===== src/sv/log_compressed_sample_mixer_defines.svh =====
// Assertion macros for the sample mixer.
// Every module that uses them has ports named clock and reset.
`ifndef LOG_COMPRESSED_SAMPLE_MIXER_DEFINES_SVH
`define LOG_COMPRESSED_SAMPLE_MIXER_DEFINES_SVH

`ifndef SYNTHESIS
`define LCSM_ASSERT_IMP(name, ante, cons) \
   name: assert property (@(posedge clock) disable iff (reset) (ante) |-> (cons)) \
      else $error("lcsm: same-cycle check failed");
`define LCSM_ASSERT_NEXT(name, ante, cons) \
   name: assert property (@(posedge clock) disable iff (reset) (ante) |=> (cons)) \
      else $error("lcsm: next-cycle check failed");
`else
`define LCSM_ASSERT_IMP(name, ante, cons)
`define LCSM_ASSERT_NEXT(name, ante, cons)
`endif

`endif


===== src/sv/lcsm_pkg.sv =====
`default_nettype none
package lcsm_pkg;

   localparam int SAMPLE_WIDTH_DEF   = 16;
   localparam int LOG_TABLE_BITS_DEF = 6;

   localparam logic [63:0] ALPHA_Q16 = 64'd490431;
   localparam logic [63:0] ONE_Q16   = 64'd65536;
   localparam int ALPHA_W     = 19;
   localparam int FRAC_BITS   = 20;
   localparam int LG_W        = 19;
   localparam int ENTRY_W     = 17;
   localparam int QUEUE_DEPTH = 2;

   typedef struct packed {
      logic neg;
      logic comp;
   } lcsm_class_type;

   // log2(1 + k/2^ltb) in Q16, bit by bit through repeated squaring
   function automatic logic [ENTRY_W-1:0] log2_frac_entry(input int unsigned k,
                                                          input int unsigned ltb);
      logic [63:0] z;
      logic [63:0] r;
      z = (64'd1 << 30) + (64'(k) << (30 - ltb));
      r = '0;
      if (z >= (64'd1 << 31)) return ENTRY_W'(ONE_Q16);
      for (int i = 0; i < FRAC_BITS; i++) begin
         z = (z * z) >> 30;
         r = r << 1;
         if (z >= (64'd1 << 31)) begin
            z = z >> 1;
            r[0] = 1'b1;
         end
      end
      return ENTRY_W'((r + 64'd8) >> 4);
   endfunction

   // elaboration-time log2 of a Q16 value, same interpolation as the datapath
   function automatic logic [LG_W-1:0] log2_q16_const(input logic [63:0] y,
                                                      input int unsigned ltb);
      int unsigned e;
      int unsigned rb;
      logic [63:0] frac;
      logic [63:0] idx;
      logic [63:0] rem;
      logic [63:0] lo;
      logic [63:0] hi;
      rb = FRAC_BITS - ltb;
      e  = 0;
      while (e < 3 && (y >> (17 + e)) != 64'd0) e++;
      frac = ((y << (4 - e)) - (64'd1 << FRAC_BITS)) & ((64'd1 << FRAC_BITS) - 64'd1);
      idx  = frac >> rb;
      rem  = frac & ((64'd1 << rb) - 64'd1);
      lo   = 64'(log2_frac_entry(32'(idx), ltb));
      hi   = 64'(log2_frac_entry(32'(idx) + 1, ltb));
      return LG_W'(64'(e) * ONE_Q16 + lo + (((hi - lo) * rem) >> rb));
   endfunction

endpackage
`default_nettype wire


===== src/sv/lcsm_queue.sv =====
`default_nettype none
`include "log_compressed_sample_mixer_defines.svh"
module lcsm_queue
   import lcsm_pkg::*;
#(
   parameter int WIDTH = 8
) (
   input  logic             clock,
   input  logic             reset,
   input  logic             in_valid,
   input  logic [WIDTH-1:0] in_data,
   output logic             full,
   output logic             out_valid,
   output logic [WIDTH-1:0] out_data,
   input  logic             out_pop
);

   localparam int DEPTH = QUEUE_DEPTH;
   localparam int PTR_W = (DEPTH > 1) ? $clog2(DEPTH) : 1;
   localparam int CNT_W = $clog2(DEPTH + 1);

   logic [WIDTH-1:0] mem_ff [DEPTH];
   logic [PTR_W-1:0] wr_ptr_ff, wr_ptr_in, rd_ptr_ff, rd_ptr_in;
   logic [CNT_W-1:0] cnt_ff, cnt_in;
   logic             push, pop;

   assign full      = cnt_ff == CNT_W'(DEPTH);
   assign out_valid = cnt_ff != '0;
   assign push      = in_valid && !full;
   assign pop       = out_pop && out_valid;
   assign out_data  = mem_ff[rd_ptr_ff];

   always_comb begin
      wr_ptr_in = wr_ptr_ff;
      rd_ptr_in = rd_ptr_ff;
      if (push) wr_ptr_in = (wr_ptr_ff == PTR_W'(DEPTH - 1)) ? '0 : wr_ptr_ff + 1'b1;
      if (pop)  rd_ptr_in = (rd_ptr_ff == PTR_W'(DEPTH - 1)) ? '0 : rd_ptr_ff + 1'b1;
      cnt_in = cnt_ff + CNT_W'(push) - CNT_W'(pop);
   end

   always_ff @(posedge clock) begin
      if (reset) begin
         wr_ptr_ff <= '0;
         rd_ptr_ff <= '0;
         cnt_ff    <= '0;
      end else begin
         wr_ptr_ff <= wr_ptr_in;
         rd_ptr_ff <= rd_ptr_in;
         cnt_ff    <= cnt_in;
      end
   end

   always_ff @(posedge clock) begin
      if (push) mem_ff[wr_ptr_ff] <= in_data;
   end

   `LCSM_ASSERT_IMP(a_count_bound, 1'b1, cnt_ff <= CNT_W'(DEPTH))

endmodule
`default_nettype wire


===== config.mk =====
export PLATFORM = sky130hd
export DESIGN_NAME = lcsm_queue
export DESIGN_NICKNAME = d
export VERILOG_FILES = /design/src/sv/lcsm_pkg.sv /design/src/sv/lcsm_queue.sv
export VERILOG_INCLUDE_DIRS = /design/src /design/src/sv
export SDC_FILE = /design/constraint.sdc
export NUM_CORES = 1
export LEC_CHECK = 0
export ABC_AREA = 1
export BUFFER_PORTS_ARGS = -buffer_cell sky130_fd_sc_hd__buf_2
export CAP_MARGIN = 20
export CORE_AREA = 2 2 50 52
export DETAILED_ROUTE_END_ITERATION = 10
export DIE_AREA = 0 0 52 54
export PLACE_DENSITY_LB_ADDON = 0.2
export SLEW_MARGIN = 0
export SYNTH_ARGS = -nofsm -noshare
export SYNTH_HDL_FRONTEND = slang
export SYNTH_SLANG_ARGS = --single-unit

===== constraint.sdc =====
create_clock -name clock -period 1.9 [get_ports clock]
set_clock_uncertainty 0.1 [all_clocks]
set_input_delay 0.19 -clock clock [delete_from_list [all_inputs] [get_ports clock]]
set_output_delay 0.19 -clock clock [all_outputs]
set_load 0.005 [all_outputs]

==> run_results.csv <==
group,metric,value,unit
timing,min_period_over_period,0.895,
clock_network,cts_sinks,21,
synthesis,synth.top_cell.area_share,0.555,
critical_path,r2r_setup_slack,270,ps
job,maxCapViolCount,0,
die,coreArea,0.00232,sq mm
synthesis,postSynthCellCount,64,
status,status,"complete, no violations",
hold_path,whs_endpoint,"wr_ptr_ff",
detailed_routing,drc,0,
critical_path,slowest_delay,660,ps
synthesis,avgSynthCellArea,13.5,sq um
detailed_routing,wl_met2,607,microns
global_route,grt_first_pass_wirelength,1.90,mm
detailed_routing,wire_per_inst,9.53,microns
synthesis,synth_top_family_by_area,"multiplexers",
critical_path,cp_max_fo,8,
critical_path,path_cells,"mux2_4 -> buf_2",
synthesis,synthMuxAreaShare,0.139,
detailed_routing,vias_per_cell,4.09,
die,die_w,52,microns
synthesis,synth_nets,78,
detailed_routing,wl_met1,512,microns
die,start_util,0.373,
timing,slew_headroom,0.659,
synthesis,synth_compound_area_frac,0.0116,
cells_and_area,area_delta_synth_final,29.6,%
place,place.gp.congestion,0.713,
detailed_routing,wl_met3,87,microns
critical_path,r2r_cells,10,
timing,fmax,588,MHz
global_route,antenna_found_initial,0,
synthesis,netlist_area,866,sq um
pwr,switching_power,0.367,mW
pwr,swShare,0.292,
place,hpwl,906,microns
pwr,peakVddDrop,0.589,mV
clock_network,cts_buffers,3,
synthesis,ys.flop_type,"edfxtp_1",
hold_path,hold_path.class,"primary input to flip-flop",
synthesis,synth-xor-area-share,0,
pwr,p_per_area,1120,mW/mm^2
pwr,internal_power,0.892,mW
synthesis,synth_sequential_area_ratio,0.671,
clock_network,insertion_delay,290,ps
detailed_routing,first_pass_iters,4,
global_route,gr-total-overflow,0,
clock_network,path_clk_slew,110,ps
timing,whs,80.0,ps
die,placementRows,18,
hold_path,hold_depth,3,
clock_network,cts_tree,"built",
synthesis,synth_top_area_cell,"edfxtp_1",
cells_and_area,drive_above_1_share,0.357,
die,dieHeight,54,microns
synthesis,synthSimpleGateAreaFrac,0.0939,
synthesis,synth_edf_count,16,
synthesis,synth-seq-cells,21,
timing,min_period,1700,ps
cells_and_area,diodes,0,
global_route,grt_max_degree,13,
clock_network,cts.path.max_buffers,2,
global_route,grt_pass1_vias,500,
critical_path,r2r-start,"cnt_ff[0]",
clock_network,cts-htree-levels,1,
timing,report.final.setup_viol,0,
timing,slew_violations,0,
clock_network,cts-root-buf,"clkbuf_4",
critical_path,r2r-end,"cnt_ff[1]",
synthesis,async_flop_share,0,
detailed_routing,via_count,523,
global_route,track_usage,0.0973,
critical_path,crit_path_start_kind,"flip-flop",
critical_path,worstPathArrival,1410,ps
critical_path,crit_required,1610,ps
detailed_routing,drt_iter0_markers,7,
critical_path,worstSetupPathType,"flip-flop to output pin",
synthesis,synth_fa_ha_area_frac,0.0289,
pwr,p_leak,0.505,nW
detailed_routing,routed_wl,1.22,mm
timing,setup_tns,0,ps
critical_path,crit_slowest_cell,"dfxtp_1",
pwr,combPwrFrac,0.323,
hold_path,min_from,"in_valid",
synthesis,netlist_top_cells_area,"edfxtp_1 55%, mux2_4 14%, dfxtp_1 12%",
detailed_routing,ant_nets,0,
place,numPortBuffers,21,
cells_and_area,fin_nets,113,
synthesis,synth_cell_types,11,
die,num_io_pins,22,
synthesis,synth_warnings,0,
pwr,clock_power_share,0.161,
timing,worst_pin_slew,511,ps
critical_path,end_kind,"output pin",
synthesis,synth_most_common_cell,"edfxtp_1",
timing,hold_viol,0,
timing,rsz0062_at_grt,"no",
clock_network,cts_resized,0,
die,die_area,0.00281,sq mm
pwr,seq_power_share,0.516,
pwr,total_power,1.26,mW
synthesis,synth_common_cells,"16 x edfxtp_1, 10 x inv_1, 8 x mux2_4, 8 x nand2_1, 8 x nor2_1",
detailed_routing,top_layer_used,"met4",
==> cells in the final DEF, fill, tap and decap left out, types with 3 or more instances in the layout <==
cell type	instances
buf_2	21
clkbuf_4	3
dfxtp_1	5
dlygate4sd3_1	9
edfxtp_1	16
inv_1	10
mux2_4	8
nand2_1	8
nand3_1	3
nor2_1	8
==> power by group through the flow <==
| stage | clock, mW | sequential, mW | combinational [mW] |
|---|---|---|---|
| final | 0.203 | 0.649 | 0.407 |
| after global routing | 0.233 | 0.660 | 0.468 |
| after CTS | 0.214 | 0.653 | 0.416 |
| after detailed placement | 0 | 0.664 | 0.400 |
| after global placement | 0 | 0.659 | 0.396 |
| after floorplan | 0 | 0.628 | 0.309 |
==> cells by family after synthesis <==
group / count (synthesis)
mux: 8
compound gates: 2
fa+ha+maj: 2
simple gates: 20
buf+inv: 11
flops: 21
==> final cells by class <==
type | instances | area (sq um)
Inverter | 10 | 37.5
Tap cell | 30 | 37.5
Timing Repair Buffer | 31 | 203
Fill cell | 211 | 1200
Clock inverter | 1 | 5.00
Clock buffer | 3 | 22.5
Multi-Input combinational cell | 32 | 236
Sequential cell | 21 | 581
==> worst max-delay path: cells and delay by family (launching register included) <==
family                 cells  cell delay, ps
flip-flops                 1             660
multiplexers               1             340
buffers and inverters      1             130
==> flip-flops by register name (all words and copies together), names as in the netlist, named ones only <==
register / cells
wr_ptr_ff: 1
cnt_ff: 2
rd_ptr_ff: 1
mem_ff: 16
==> layer usage <==
metal,vias up,global-route usage
met3,2,0.0278
met5,-,0
met2,19,0.179
met4,0,0.0658
met1,220,0.0938
li1,282,-
==> stage by stage <==
step | area (sq um) | instances | util | setup WS, ps
after floorplan | 866 | 64 | - | 393
after global placement | 1000 | 115 | 0.433 | 274
after detailed placement | 1000 | 115 | 0.433 | 285
after CTS | 1120 | 128 | 0.484 | 153
after global routing | 1120 | 128 | 0.484 | 96.5
final | 1120 | 128 | 0.484 | 200
==> worst max-delay path by stage <==
stage | start | endpoint | slack [ps] | depth (start not counted)
6_report | flip-flop | out_data[2] | 200 | 2
3_3_place_gp | cnt_ff[0] | cnt_ff[1] | 270 | 10
5_1_grt | flip-flop | out_data[6] | 100 | 2
3_5_place_dp | cnt_ff[0] | cnt_ff[1] | 280 | 10
2_1_floorplan | cnt_ff[0] | cnt_ff[1] | 390 | 10
4_1_cts | flip-flop | out_data[2] | 150 | 2
==> repair_timing <==
action	4_1_cts	5_1_grt
hold buffers	9	0
buffers inserted	0	0
endpoints found under the hold margin	17	0
No activity file was read; power rests on OpenSTA's default activity.
