File: config.mk
export PLATFORM = sky130hd
export DESIGN_NAME = lcsm_front
export DESIGN_NICKNAME = d
export VERILOG_FILES = /design/src/sv/lcsm_pkg.sv /design/src/sv/lcsm_front.sv
export VERILOG_INCLUDE_DIRS = /design/src /design/src/sv
export SDC_FILE = /design/constraint.sdc
export NUM_CORES = 1
export LEC_CHECK = 0
export BUFFER_PORTS_ARGS = -buffer_cell sky130_fd_sc_hd__clkbuf_2
export CAP_MARGIN = 25
export CORE_MARGIN = 2
export CORE_UTILIZATION = 55
export CTS_BUF_LIST = sky130_fd_sc_hd__clkbuf_8
export CTS_CLUSTER_SIZE = 12
export DETAILED_ROUTE_END_ITERATION = 8
export GPL_TIMING_DRIVEN = 0
export PLACE_DENSITY = 0.8
export SYNTH_ARGS = -nofsm -noshare
export SYNTH_HDL_FRONTEND = slang
export SYNTH_SLANG_ARGS = --single-unit
File: constraint.sdc
create_clock -name clock -period 3.59 [get_ports clock]
set_input_delay 0.718 -clock clock [delete_from_list [all_inputs] [get_ports clock]]
set_output_delay 0.718 -clock clock [all_outputs]
set_load 0.02 [all_outputs]
File: src/sv/log_compressed_sample_mixer_defines.svh
// Assertion macros for the sample mixer.
// Every module that uses them has ports named clock and reset.
`ifndef LOG_COMPRESSED_SAMPLE_MIXER_DEFINES_SVH
`define LOG_COMPRESSED_SAMPLE_MIXER_DEFINES_SVH

`ifndef SYNTHESIS
`define LCSM_ASSERT_IMP(name, ante, cons) \
   name: assert property (@(posedge clock) disable iff (reset) (ante) |-> (cons)) \
      else $error("lcsm: same-cycle check failed");
`define LCSM_ASSERT_NEXT(name, ante, cons) \
   name: assert property (@(posedge clock) disable iff (reset) (ante) |=> (cons)) \
      else $error("lcsm: next-cycle check failed");
`else
`define LCSM_ASSERT_IMP(name, ante, cons)
`define LCSM_ASSERT_NEXT(name, ante, cons)
`endif

`endif

File: src/sv/lcsm_pkg.sv
`default_nettype none
package lcsm_pkg;

   localparam int SAMPLE_WIDTH_DEF   = 16;
   localparam int LOG_TABLE_BITS_DEF = 6;

   localparam logic [63:0] ALPHA_Q16 = 64'd490431;
   localparam logic [63:0] ONE_Q16   = 64'd65536;
   localparam int ALPHA_W     = 19;
   localparam int FRAC_BITS   = 20;
   localparam int LG_W        = 19;
   localparam int ENTRY_W     = 17;
   localparam int QUEUE_DEPTH = 2;

   typedef struct packed {
      logic neg;
      logic comp;
   } lcsm_class_type;

   // log2(1 + k/2^ltb) in Q16, bit by bit through repeated squaring
   function automatic logic [ENTRY_W-1:0] log2_frac_entry(input int unsigned k,
                                                          input int unsigned ltb);
      logic [63:0] z;
      logic [63:0] r;
      z = (64'd1 << 30) + (64'(k) << (30 - ltb));
      r = '0;
      if (z >= (64'd1 << 31)) return ENTRY_W'(ONE_Q16);
      for (int i = 0; i < FRAC_BITS; i++) begin
         z = (z * z) >> 30;
         r = r << 1;
         if (z >= (64'd1 << 31)) begin
            z = z >> 1;
            r[0] = 1'b1;
         end
      end
      return ENTRY_W'((r + 64'd8) >> 4);
   endfunction

   // elaboration-time log2 of a Q16 value, same interpolation as the datapath
   function automatic logic [LG_W-1:0] log2_q16_const(input logic [63:0] y,
                                                      input int unsigned ltb);
      int unsigned e;
      int unsigned rb;
      logic [63:0] frac;
      logic [63:0] idx;
      logic [63:0] rem;
      logic [63:0] lo;
      logic [63:0] hi;
      rb = FRAC_BITS - ltb;
      e  = 0;
      while (e < 3 && (y >> (17 + e)) != 64'd0) e++;
      frac = ((y << (4 - e)) - (64'd1 << FRAC_BITS)) & ((64'd1 << FRAC_BITS) - 64'd1);
      idx  = frac >> rb;
      rem  = frac & ((64'd1 << rb) - 64'd1);
      lo   = 64'(log2_frac_entry(32'(idx), ltb));
      hi   = 64'(log2_frac_entry(32'(idx) + 1, ltb));
      return LG_W'(64'(e) * ONE_Q16 + lo + (((hi - lo) * rem) >> rb));
   endfunction

endpackage
`default_nettype wire

File: src/sv/lcsm_front.sv
`default_nettype none
`include "log_compressed_sample_mixer_defines.svh"
module lcsm_front
   import lcsm_pkg::*;
#(
   parameter int SAMPLE_WIDTH = SAMPLE_WIDTH_DEF
) (
   input  logic                           clock,
   input  logic                           reset,
   input  logic                           start,
   output logic                           busy,
   input  logic signed [SAMPLE_WIDTH-1:0] req_acc_sample,
   input  logic                           req_acc_present,
   input  logic signed [SAMPLE_WIDTH-1:0] req_source_sample,
   output logic                           out_valid,
   output lcsm_class_type                 out_class,
   output logic [SAMPLE_WIDTH:0]          out_mag,
   output logic [SAMPLE_WIDTH-1:0]        out_diff,
   input  logic                           out_full
);

   localparam logic [63:0] FULL   = 64'd1 << (SAMPLE_WIDTH - 1);
   localparam logic [63:0] THRESH = (FULL * 6 + 5) / 10;
   localparam logic [SAMPLE_WIDTH:0] THRESH_M = (SAMPLE_WIDTH+1)'(THRESH);

   logic                  f1_vld_ff, f1_vld_in, f1_en;
   logic [SAMPLE_WIDTH:0] sum_ff, sum_in;
   logic                  f2_vld_ff, f2_vld_in, f2_en;
   lcsm_class_type        cls_ff, cls_in;
   logic [SAMPLE_WIDTH:0] mag_ff, mag_in, over;
   logic [SAMPLE_WIDTH-1:0] diff_ff, diff_in;
   logic                  accept;

   assign f2_en  = !f2_vld_ff || !out_full;
   assign f1_en  = !f1_vld_ff || f2_en;
   assign busy   = !f1_en;
   assign accept = start && !busy;

   always_comb begin
      sum_in = (req_acc_present ? (SAMPLE_WIDTH+1)'(req_acc_sample) : '0)
             + (SAMPLE_WIDTH+1)'(req_source_sample);
      f1_vld_in = f1_en ? accept : f1_vld_ff;
      f2_vld_in = f2_en ? f1_vld_ff : f2_vld_ff;
      cls_in.neg  = sum_ff[SAMPLE_WIDTH];
      mag_in      = cls_in.neg ? (SAMPLE_WIDTH+1)'(0) - sum_ff : sum_ff;
      over        = mag_in - THRESH_M;
      cls_in.comp = mag_in > THRESH_M;
      diff_in     = cls_in.comp ? over[SAMPLE_WIDTH-1:0] : '0;
   end

   always_ff @(posedge clock) begin
      if (reset) begin
         f1_vld_ff <= 1'b0;
         f2_vld_ff <= 1'b0;
      end else begin
         f1_vld_ff <= f1_vld_in;
         f2_vld_ff <= f2_vld_in;
      end
   end

   always_ff @(posedge clock) begin
      if (f1_en) begin
         sum_ff <= sum_in;
      end
      if (f2_en) begin
         cls_ff  <= cls_in;
         mag_ff  <= mag_in;
         diff_ff <= diff_in;
      end
   end

   assign out_valid = f2_vld_ff;
   assign out_class = cls_ff;
   assign out_mag   = mag_ff;
   assign out_diff  = diff_ff;

   `LCSM_ASSERT_NEXT(a_accept_lands, accept, f1_vld_ff)

endmodule
`default_nettype wire

==> results by group <==
Placement
  • Buffers on Ports: 73
  • Dpl hpwl: 5240 µm
  • Placer congestion estimate: 0.886
  • Placed cell areas: between 3000 and 4000 µm²
  • Pre-CTS WS: -0.492 ns
  • DP Cell Count: between 400 and 500

Synth
  • Syn. warnings: 0
  • Top cells by count, synth: edfxtp_1, nor2_1, a21oi_1
  • Synthesized area: 3470 µm²
  • Synth area leader: edfxtp_1
  • Largest cells by area after synthesis: edfxtp_1, ha_1, xnor2_1
  • Syn Inst Count: 334
  • Fraction of registers with async set/reset: 0
  • Number of synthesized register bits: 54
  • Yosys top cell area share: 0.450
  • Most used DFF post-synth: edfxtp_1
  • Unique masters post-synth: between 50 and 60
  • Syn_nets: 390
  • Post-synthesis sequential area ratio: 0.461
  • Synthesized area per cell: 10.4 µm²
  • Post-synth EDFFs: 52
  • Count leader, synth: edfxtp_1

Clocking
  • CTS clock-pin slew for the worst setup and hold paths: about 0.090 ns
  • CTS Root Cell: clkbuf_8
  • Hold buffer count at cts: 0
  • Clock buffer depth: 2
  • Clk_lat worst skew: 0.30 ns
  • Num CTS Buffers: 5
  • Clock H-tree levels: 2
  • CTS tree: yes
  • Num Clock Sinks: 54

Timing
  • Minimum clock period: 3.32 ns
  • Actual slew at the worst max-slew pin: around 0.80 ns
  • Final slew viol count: 0
  • Worst relative slew slack: 0.469
  • Final Hold Violating Endpoints: 0
  • RSZ-0062 raised after global routing: false
  • Period utilization: 0.926
  • Setup Skew: approximately 0.0067 ns
  • Worst hold slack: a little under 0.5 ns
  • Final setup violation count: 0
  • Fmax: 301 MHz
  • Setup ws final: 0.267 ns
  • Final TNS setup: 0 ns

Worst setup path
  • CP Max Fanout: 10
  • FF-to-FF End: out_diff[2]$_SDFFCE_PP0P_
  • Worst setup startpoint: sum_ff[0]$_DFFE_PN_
  • CP required: 3.64 ns
  • R2r worst-path depth: 12
  • Worst Path Class, Setup: reg2reg
  • R2r setup slk: ~0.27 ns
  • Startpoint Class: flip-flop
  • CP Data Arrival Time: 3.38 ns
  • Critical Path End Type: flip-flop
  • Reg-to-Reg Start: sum_ff[0]$_DFFE_PN_
  • Setup crit end: out_diff[2]$_SDFFCE_PP0P_

Drt
  • Met3 Routed Length: roughly 350 µm
  • Post-route ant nets: 0
  • Vias: 2760
  • Met1 WL: 2960 µm
  • Uppermost layer routed: met4
  • First-pass iteration count of the detailed router: 4
  • First DRT Iteration DRCs: around 200
  • WL final: between 6000 and 7000 µm
  • Via density: roughly 5.6
  • WL/cell: ~14 µm
  • Post-route DRC: 0
  • Met2 wire len: 3450 µm

Floorplanning
  • Die width: approximately 83 µm
  • Initial Util: 0.576
  • Die H: 83.4 µm
  • # IOs: 74
  • DIE AREA: 6960 µm²
  • Site Rows: 28
  • Core Area: 6030 µm²

Global routing
  • Total grt overflow: 0
  • Vias in the first global route: 2588
  • GR Util All Layers: 0.201
  • First-pass GRT wire length: 11600 µm
  • Largest net degree at the start of global routing: 27
  • Initial antenna violation count: 0

Finish
  • Finished layout cell area: 4100 µm²
  • Final core utilization: 0.681
  • Nets: 476
  • Ratio of cells with drive above 1 in the final layout: 0.269
  • Finished Layout Cells: 495
  • P&R area growth vs syn: 18.2%
  • Inserted Diodes: 0

Power and ir drop
  • Lkg Pwr: 1.80 nW
  • Tot Pwr: 2.38 mW
  • Worst vdd ir: 0.000374 V
  • Pwr dens: 580 nW/µm²

Hold path
  • Worst hold path class: reg2reg

Flow run
  • Total of max-cap violations: 0

Outcome
  • Status: finished, final reports clean
[how the worst min path moves through the flow]
| stage | from | cells after the start | endpoint |
|---|---|---|---|
| 2_1_floorplan | f1_vld_ff$_SDFFE_PP0N_ | 2 | out_valid$_SDFFE_PP0P_ |
| 3_3_place_gp | f1_vld_ff$_SDFFE_PP0N_ | 2 | out_valid$_SDFFE_PP0P_ |
| 3_5_place_dp | f1_vld_ff$_SDFFE_PP0N_ | 2 | out_valid$_SDFFE_PP0P_ |
| 4_1_cts | f1_vld_ff$_SDFFE_PP0N_ | 2 | out_valid$_SDFFE_PP0P_ |
| 5_1_grt | f1_vld_ff$_SDFFE_PP0N_ | 2 | out_valid$_SDFFE_PP0P_ |
| 6_report | f1_vld_ff$_SDFFE_PP0N_ | 2 | out_valid$_SDFFE_PP0P_ |
[layout make-up]
type / count / area [µm²]
Multi-Input combinational cell: 246 / 1740
Sequential cell: 54 / 1600
Clock inverter: 2 / 10.0
Buffer: 15 / 81.3
Tap cell: 75 / 93.8
Clock buffer: 5 / 68.8
Fill cell: 478 / 1920
Inverter: 19 / 71.3
Timing Repair Buffer: 79 / 430
[cell families after synthesis]
group | after synthesis | share of synthesized area
AND/OR/NAND/NOR | 115 | 0.179
AO/OA/AOI/OAI | 79 | 0.160
flip-flops | 54 | 0.461
buffers and inverters | 34 | 0.0425
XOR/XNOR | 31 | 0.0804
adder cells (fa/ha/maj) | 19 | 0.0707
multiplexers | 2 | 0.00613
[registers in the layout, summed over array words and instances (netlist names)]
name and count:
out_valid 1, f1_vld_ff 1, sum_ff 17, out_mag 17, out_class 2, out_diff 16
[metal layers]
layer / up-vias / track usage
met2: 99 / 0.354
met4: 0 / 0.0689
li1: 1395 / -
met5: - / 0
met1: 1255 / 0.253
met3: 11 / 0.0308
[critical path, stage by stage (launching register included)]
cell       delay, ns
edfxtp_1        0.45
clkbuf_2        0.26
inv_1           0.08
ha_1            0.20
clkbuf_2        0.19
nor3b_1         0.18
a41o_1          0.24
nor3_1          0.49
nor2_1          0.12
a2bb2oi_1       0.19
a221oi_4        0.42
buf_6           0.20
nor2_1          0.06
[timing repair]
action	in CTS	in global routing
endpoints found under the setup margin	17	17
gates resized for setup	4	9
pin swaps	1	1
setup buffers	3	2
endpoints found under the hold margin	0	0
[power by group]
group          switching [mW]  leakage (nW)  internal (mW)
Combinational           0.657          1.18          0.399
Sequential             0.0747         0.572          0.938
Clock                   0.181        0.0438          0.131
[placed cells by master, fill, tap and decap left out, types with 5 or more instances in the layout]
cell type   n
clkbuf_2   77
edfxtp_1   52
nor2_1     28
a21oi_1    23
xnor2_1    20
nand2_1    20
inv_1      19
ha_1       18
and2_1     16
nor3_1     11
o21ai_0    10
xor2_1      9
o21bai_1    7
or3_1       6
o31ai_1     6
clkbuf_1    5
nand3_1     5
a21o_1      5
clkbuf_8    5
buf_4       5
(Power assumes the default switching activity.)
